<file path="src/hw/rtl/rau_pkg.sv">
package rau_pkg;

	// action codes
	localparam logic [2:0] ACT_ADD = 3'd0;
	localparam logic [2:0] ACT_SUB = 3'd1;
	localparam logic [2:0] ACT_MUL = 3'd2;
	localparam logic [2:0] ACT_DIV = 3'd3;
	localparam logic [2:0] ACT_EQ  = 3'd4;

	// error codes
	localparam logic [1:0] ERR_OK   = 2'd0;
	localparam logic [1:0] ERR_ZDEN = 2'd1;
	localparam logic [1:0] ERR_DIVZ = 2'd2;

	typedef struct packed {
		logic [2:0]         action;
		logic signed [31:0] left_num;
		logic signed [31:0] left_den;
		logic signed [31:0] right_num;
		logic signed [31:0] right_den;
	} rau_in_t;

	typedef struct packed {
		logic signed [63:0] result_num;
		logic [62:0]        result_den;
		logic               is_equal;
		logic [1:0]         error_code;
	} rau_out_t;

	typedef enum logic [3:0] {
		S_IDLE,
		S_GO_A,
		S_RED_A,
		S_GO_B,
		S_RED_B,
		S_MUL_P,
		S_MUL_Q,
		S_MUL_D,
		S_GO_R,
		S_RED_R,
		S_DONE
	} top_state_t;

	typedef enum logic [2:0] {
		R_IDLE,
		R_TWO,
		R_ODD,
		R_DIV_N,
		R_DIV_D
	} red_state_t;

endpackage

</file>
<file path="src/hw/rtl/rau_reduce.sv">
module rau_reduce #(
	parameter int W = 64
) (
	input  logic         clk,
	input  logic         arst_n,
	input  logic         start,
	input  logic [W-1:0] num,
	input  logic [W-1:0] den,
	output logic         done,
	output logic [W-1:0] qn,
	output logic [W-1:0] qd
);

	localparam int CW = $clog2(W);

	rau_pkg::red_state_t st_q, st_nxt;
	logic [W-1:0]  u_q, v_q, n_sh_q, d_sh_q, rem_q, quo_q, qn_q, qd_q;
	logic [CW-1:0] cnt_q;
	logic          done_q;
	logic [W:0]    t;
	logic          ge;
	logic [W:0]    t_sub;
	logic [W-1:0]  rem_n, quo_n;

	// one restoring divide step, divisor is the odd gcd part
	always_comb begin
		t     = {rem_q, quo_q[W-1]};
		ge    = (t >= {1'b0, u_q});
		t_sub = t - {1'b0, u_q};
		rem_n = ge ? t_sub[W-1:0] : t[W-1:0];
		quo_n = {quo_q[W-2:0], ge};
	end

	// next state
	always_comb begin
		st_nxt = st_q;
		case (st_q)
			rau_pkg::R_IDLE: begin
				if (start && (num != '0))
					st_nxt = rau_pkg::R_TWO;
			end
			rau_pkg::R_TWO: begin
				if (u_q[0] || v_q[0])
					st_nxt = rau_pkg::R_ODD;
			end
			rau_pkg::R_ODD: begin
				if (v_q == '0)
					st_nxt = rau_pkg::R_DIV_N;
			end
			rau_pkg::R_DIV_N: begin
				if (cnt_q == '0)
					st_nxt = rau_pkg::R_DIV_D;
			end
			rau_pkg::R_DIV_D: begin
				if (cnt_q == '0)
					st_nxt = rau_pkg::R_IDLE;
			end
			default: st_nxt = rau_pkg::R_IDLE;
		endcase
	end

	// control registers
	always_ff @(posedge clk or negedge arst_n) begin
		if (!arst_n) begin
			st_q   <= rau_pkg::R_IDLE;
			done_q <= 1'b0;
		end else begin
			st_q   <= st_nxt;
			done_q <= ((st_q == rau_pkg::R_IDLE) && start && (num == '0)) ||
			          ((st_q == rau_pkg::R_DIV_D) && (cnt_q == '0));
		end
	end

	// binary gcd steps, then two exact divisions
	always_ff @(posedge clk) begin
		case (st_q)
			rau_pkg::R_IDLE: begin
				if (start) begin
					u_q  <= num;
					v_q  <= den;
					qn_q <= '0;
					qd_q <= W'(1);
				end
			end
			rau_pkg::R_TWO: begin
				if (!u_q[0] && !v_q[0]) begin
					u_q <= u_q >> 1;
					v_q <= v_q >> 1;
				end else begin
					n_sh_q <= u_q;
					d_sh_q <= v_q;
				end
			end
			rau_pkg::R_ODD: begin
				if (v_q == '0) begin
					quo_q <= n_sh_q;
					rem_q <= '0;
					cnt_q <= CW'(W - 1);
				end else if (!u_q[0]) begin
					u_q <= u_q >> 1;
				end else if (!v_q[0]) begin
					v_q <= v_q >> 1;
				end else if (u_q > v_q) begin
					u_q <= v_q;
					v_q <= u_q - v_q;
				end else begin
					v_q <= v_q - u_q;
				end
			end
			rau_pkg::R_DIV_N: begin
				if (cnt_q == '0) begin
					qn_q  <= quo_n;
					quo_q <= d_sh_q;
					rem_q <= '0;
					cnt_q <= CW'(W - 1);
				end else begin
					quo_q <= quo_n;
					rem_q <= rem_n;
					cnt_q <= cnt_q - 1'b1;
				end
			end
			rau_pkg::R_DIV_D: begin
				if (cnt_q == '0) begin
					qd_q <= quo_n;
				end else begin
					quo_q <= quo_n;
					rem_q <= rem_n;
					cnt_q <= cnt_q - 1'b1;
				end
			end
			default: ;
		endcase
	end

	assign done = done_q;
	assign qn   = qn_q;
	assign qd   = qd_q;

endmodule

</file>
<file path="config.mk">
export PLATFORM = sky130hd
export DESIGN_NAME = rau_reduce
export DESIGN_NICKNAME = d
export VERILOG_FILES = /design/src/hw/rtl/rau_pkg.sv /design/src/hw/rtl/rau_reduce.sv
export SDC_FILE = /design/constraint.sdc
export NUM_CORES = 1
export LEC_CHECK = 0
export ABC_AREA = 1
export BUFFER_PORTS_ARGS = -buffer_cell sky130_fd_sc_hd__buf_2
export CORE_ASPECT_RATIO = 1.25
export CORE_MARGIN = 2
export CORE_UTILIZATION = 35
export CTS_CLUSTER_DIAMETER = 200
export CTS_CLUSTER_SIZE = 16
export DETAILED_ROUTE_END_ITERATION = 7
export PLACE_DENSITY_LB_ADDON = 0.12
export SLEW_MARGIN = 30
export SYNTH_ARGS = -nofsm -noshare
export SYNTH_HDL_FRONTEND = slang
export SYNTH_SLANG_ARGS = --single-unit
</file>
<file path="constraint.sdc">
create_clock -name clk -period 14.1 [get_ports clk]
set_input_delay 2.82 -clock clk [delete_from_list [all_inputs] [get_ports clk]]
set_output_delay 2.82 -clock clk [all_outputs]
set_load 0.005 [all_outputs]
</file>
# Yosys cells after proc, flatten, opt, wreduce, memory -nomap -nowiden
# Index checks and enable logic that the tools add are counted.
[word_totals] regBits=522 input_bits=131 out_inout_bits=129 wordCells=99
[op_classes] add_sub_neg=4 magnitude_cmp=2 n_eq_ne=16 muxes=38 bitwise_logic=1 reduce_logical=26
[ops] cell="2-to-1 mux 64 bit" count=22
[ops] cell="one-hot mux 64 bit (3 select lines)" count=4
[ops] cell="one-hot mux 64 bit (2 select lines)" count=2
[ops] cell="subtractor 64 bit" count=3
[ops] cell="zero test 64 bit" count=2
[ops] cell="greater-or-equal comparator 65 x 64 -> 1 bit" count=1
[ops] cell="> comparator 64 bit" count=1
[ops] cell="nonzero test 64 bit" count=1
[ops] cell="inequality test 2 bit, second input constant" count=10
[ops] cell="2-to-1 mux 6 bit" count=3
[ops] cell="one-hot mux 6 bit (3 select lines)" count=1
[ops] cell="2-to-1 mux 3 bit" count=5
[ops] cell="one-hot mux 3 bit (5 select lines)" count=1
[ops] cell="AND reduction 5 bit" count=2
[ops] cell="AND reduction 3 bit" count=3
[ops] cell="== test 3 x 2 -> 1 bit, second input constant" count=2
[ops] cell="zero test 6 bit" count=1
[ops] cell="inequality test 3 bit, second input constant" count=2
[ops] cell="AND reduction 6 bit" count=1
[ops] cell="nonzero test 3 bit" count=2
[ops] cell="subtractor 6 x 1 -> 6 bit, second input constant" count=1
[ops] cell="logical AND 1 bit" count=5
[ops] cell="AND reduction 4 bit" count=1
[ops] cell="nonzero test 2 bit" count=2
[ops] cell="7 further kinds" count=9

# Logic depth before layout (Yosys ltp)
[logic_depth] depth_word=6 ltp_mapped=22 depth_no_buf=21

# Worst setup path before layout
# Ideal clock, no wire load.
[synth_timing] path_kind="register to register" startpoint="reg v_q[0]" endpoint="reg v_q[0], enable pin" setup_ns=0.531 arrival_ns=7.785 required_time_ns=13.569 path_slack_ns=5.784 stages_incl_launch_ff=10 n_path_buf=3 period_less_slack_ns=8.316 path_cell_list="edfxtp_1 clkbuf_1 inv_1 clkbuf_1 clkbuf_1 ha_1 nor2_1 a211oi_1 nand2_1 nor2_1"
[synth_between] elab_chain_cells=4 elab_cells_between_ends=6 classes_between="eq/ne: 2; reduce/logical: 4"
[synth_lines] element="start, declared" line_no="rau_reduce.sv:17" rtl="logic [W-1:0] u_q, v_q, n_sh_q, d_sh_q, rem_q, quo_q, qn_q, qd_q;"
[synth_lines] element="start signal, assigned" line_no="rau_reduce.sv:80" rtl="v_q <= den;"
[synth_lines] element="start signal, assigned" line_no="rau_reduce.sv:88" rtl="v_q <= v_q >> 1;"
[synth_lines] element="start signal, assigned" line_no="rau_reduce.sv:102" rtl="v_q <= v_q >> 1;"
[synth_lines] element="parallel branches: the longest is 3 deep, another holds zero test 64 bit"
[synth_lines] element="AND reduction 5 bit (no source line) *"
# Every way passes the cells marked *.
# A chain may end at the register's enable or synchronous reset.

# Worst setup path after layout
[layout_timing] startpoint="in num[51]" endpoint="reg st_q[1]"
[layout_between] elab_chain_cells=4
[layout_lines] element="start, declared" line_no="rau_reduce.sv:7" rtl="input logic [W-1:0] num,"
[layout_lines] element="nonzero test 64 bit" line_no="rau_reduce.sv:39" rtl="if (start && (num != '0))"
[layout_lines] element="logical AND 1 bit" line_no="rau_reduce.sv:39"
[layout_lines] element="inequality test 2 bit (no source line)"
[layout_lines] element="AND reduction 5 bit (no source line)"
[layout_lines] element="end signal, assigned" line_no="rau_reduce.sv:65" rtl="st_q <= rau_pkg::R_IDLE;"
[layout_lines] element="end signal, assigned" line_no="rau_reduce.sv:68" rtl="st_q <= st_nxt;"
[layout_lines] element="end, declared" line_no="rau_reduce.sv:16" rtl="rau_pkg::red_state_t st_q, st_nxt;"
# No other way between the ends.

==> flow_metrics.py <==
metrics = {
    "clock_tree": {
        "cts_tree": "built",
        "clock_path_buffers": 3,
        "clkLatencyLatePin_ns": 0.61,
        "clk_pin_slew_worst_paths_ns": 0.09,
        "h-tree-depth": 2,
        "numClockSinks": 522,
        "ctsHoldBuffers": 0,
        "cts_buffers": 38,
        "cts-resized-gates": 0,
        "post-cts-setup-buffer-count": 0,
        "clockRootBuffer": "clkbuf_16",
    },
    "route": {
        "drc": 0,
        "dr.pass1.iters": 6,
        "ant_nets": 0,
        "post_drt_wl_per_cell_um": 22.9,
        "drtIter0Drc": 2713,
        "num_vias": 37122,
        "via_per_inst": 5.10,
        "wl_um": 166000,
    },
    "min_path": {
        "hp-start": "u_q[15]",
        "hold_depth": 0,
        "hold_path_end": "n_sh_q[15]",
        "hold_path_class": "flip-flop to flip-flop",
    },
    "timing": {
        "slew-limit-headroom_pct": 32.1,
        "worst_pin_slew_ns": 1.02,
        "fmax_mhz": 208,
        "rsz0062_at_grt": "no",
        "drv_slew": 0,
        "setup_viol": 0,
        "fin_crit_sh_pct": 34.1,
        "clock_skew_ns": 0.0327,
        "fin_setup_tns_ns": 0,
        "hold_viol": 0,
        "final.min_clock_period_ns": 4.81,
    },
    "die": {
        "io_pins": 260,
        "die_w_um": 303,
        "dieArea_sq_um": 115000,
        "fp.dieH_um": 378,
        "start_util_pct": 35.2,
        "rows": 137,
        "coreArea_sq_um": 111000,
    },
    "worst_setup_path": {
        "cp-end-kind": "flip-flop",
        "worstSetupPathType": "input pin to flip-flop",
        "r2r_setup_slack_ns": 9.50,
        "arrival_ns": 5.29,
        "r2r-end": "v_q[57]",
        "r2r_cells": 22,
        "startpoint": "num[51]",
        "worstReg2RegStart": "u_q[0]",
        "cp_max_fo": 4,
        "worst_ep_required_time_ns": 14.57,
        "cp-start-kind": "input pin",
    },
    "global_routing": {
        "antenna_found_initial": 10,
        "grtUsageTotal_pct": 28.6,
        "grt-ovfl-total": 0,
        "grt_max_degree": 135,
        "grt_pass1_wl_um": 241000,
        "grt_pass1_vias": 36657,
    },
    "placed_design": {
        "dp_cells": 7218,
        "placed_cell_area_sq_um": 42000,
        "gp_congestion": 1.02,
        "hpwl_um": 134000,
        "numPortBuffers": 259,
    },
    "layout": {
        "fin_area_sq_um": 43100,
        "final_nets": 6128,
        "drive_above_1_share_pct": 6.78,
        "final_cells": 7273,
        "multi_input_area_sq_um": 19300,
        "area_growth_pct": 10.1,
        "fin_util_pct": 38.8,
        "nFillCells": 12179,
        "ff_latch_area_sq_um": 15700,
    },
    "flow_run": {
        "drv_cap": 0,
    },
    "run_status": {
        "outcome": "finished, final reports clean",
    },
    "yosys": {
        "ys_async_sr_fraction_pct": 0.766,
        "avgSynthCellArea_sq_um": 6.98,
        "ys.flop_type": "edfxtp_1",
        "synthesis.nets": 5936,
        "synth_area_leaders": "edfxtp_1 40%, nand2_1 20%, inv_1 9.2%",
        "synth_warnings": 0,
        "synth.distinct_cells": 45,
        "syn_area_sq_um": 39200,
        "synth_edf_count": 518,
        "synth_area_leader_cell": "edfxtp_1",
        "synth_top_area_share_pct": 39.7,
        "yosysSeqAreaShare_pct": 40.0,
        "ys_ff_latch": 522,
        "synthCells": 5608,
    },
}
sequential cells by signal, indices dropped and copies added (netlist names), 3 cells and up:
register,flops
cnt_q,6
d_sh_q,64
n_sh_q,64
qd,64
qn,64
quo_q,64
rem_q,64
st_q,3
u_q,64
v_q,64
synthesized netlist by cell type (2+ instances only):
master	instances
a21o_1	5
a21oi_1	251
a221oi_1	59
a31oi_1	7
and2_1	7
buf_1	15
buf_2	31
buf_4	9
buf_6	5
clkbuf_1	82
clkinv_1	4
dfrtp_1	4
edfxtp_1	518
fa_1	3
ha_1	194
inv_1	956
inv_2	10
nand2_1	2037
nand2_2	9
nand3_1	148
nand3_2	2
nand3b_1	72
nand4_1	50
nor2_1	689
nor2_2	13
nor2_4	2
nor3_1	27
nor4_1	41
o211ai_1	68
o21a_1	3
o21ai_0	156
o21ai_1	3
o21bai_1	13
xnor2_1	18
xor2_1	87
logic make-up (layout without fill, tap and decap cells):
family | Yosys count | after routing | synth area share [%]
other | 0 | 6 | 0
buffers and inverters | 1112 | 1312 | 10.9
flip-flops | 522 | 522 | 40.0
adder cells (fa/ha/maj) | 197 | 197 | 6.35
AND/OR/NAND/NOR | 3100 | 3100 | 31.8
XOR/XNOR | 105 | 105 | 2.35
AO/OA/AOI/OAI | 572 | 572 | 8.55
placed cells by master (no fill, tap or decap), types with 2 or more instances in the layout:
master / instances
nand4_1: 50
o21ai_0: 156
clkbuf_1: 6
a21o_1: 5
nand3b_1: 72
buf_4: 32
diode_2: 6
nand2_1: 2031
o21a_1: 3
nand3_1: 148
nor3_1: 27
o21ai_1: 3
buf_2: 259
nand3_2: 2
xnor2_1: 18
clkinv_1: 3
nor2_2: 13
inv_1: 952
nor2_1: 683
xor2_1: 87
a21oi_1: 251
nand2_4: 5
clkbuf_16: 41
edfxtp_1: 518
o21bai_1: 13
inv_2: 14
o211ai_1: 68
ha_1: 194
fa_1: 3
nor2_4: 8
dfrtp_1: 4
and2_1: 7
nand2_2: 11
a221oi_1: 59
a31oi_1: 7
nor4_1: 40
worst max path at each step:
| stage | end | slack, ns | cells after the start |
|---|---|---|---|
| 6_report | st_q[1] | 9.29 | 10 |
| 5_1_grt | v_q[32] | 9.15 | 22 |
| 4_1_cts | st_q[1] | 9.40 | 10 |
| 3_5_place_dp | st_q[1] | 8.76 | 10 |
| 3_3_place_gp | st_q[1] | 8.38 | 10 |
| 2_1_floorplan | v_q[0] | 5.78 | 9 |
routing by layer:
metal	vias to the layer above	track usage (%)	share of wire, %	routed length (um)
met2	972	50.0	49	81200
met5	-	0	0	0
met3	218	1.61	3.7	6140
li1	18063	-	-	-
met1	17869	36.8	43	71700
met4	0	11.0	4.4	7230
final cells by class:
cell class                 instances  area share (%)
antenna                            6          0.0348
clock buffer                      47            2.43
clock inverter                     1          0.0203
inverter                         970            8.45
multi-input combinational       3974            44.8
sequential                       522            36.3
tap                             1459            4.23
timing repair buffer             294            3.70
critical path, cell delays in order:
cell and delay (ns):
buf_2 0.10, nor4_1 0.45, nand4_1 0.42, nor2_1 0.85, and2_1 0.25, nand2_1 0.05, nand2_1 0.11, nand2_1 0.07
o21ai_0 0.08, inv_1 0.06
metrics by stage:
stage	hold slack, ns	setup slack [ns]
after CTS	0.533	9.40
after floorplan	0.451	5.78
after global routing	0.537	9.15
after detailed placement	0.524	8.76
final	0.535	9.29
after global placement	0.524	8.38
Power is left out: the tool's default activity adds up to more than one toggle a clock period on the data nets, which glitch-free logic cannot reach.
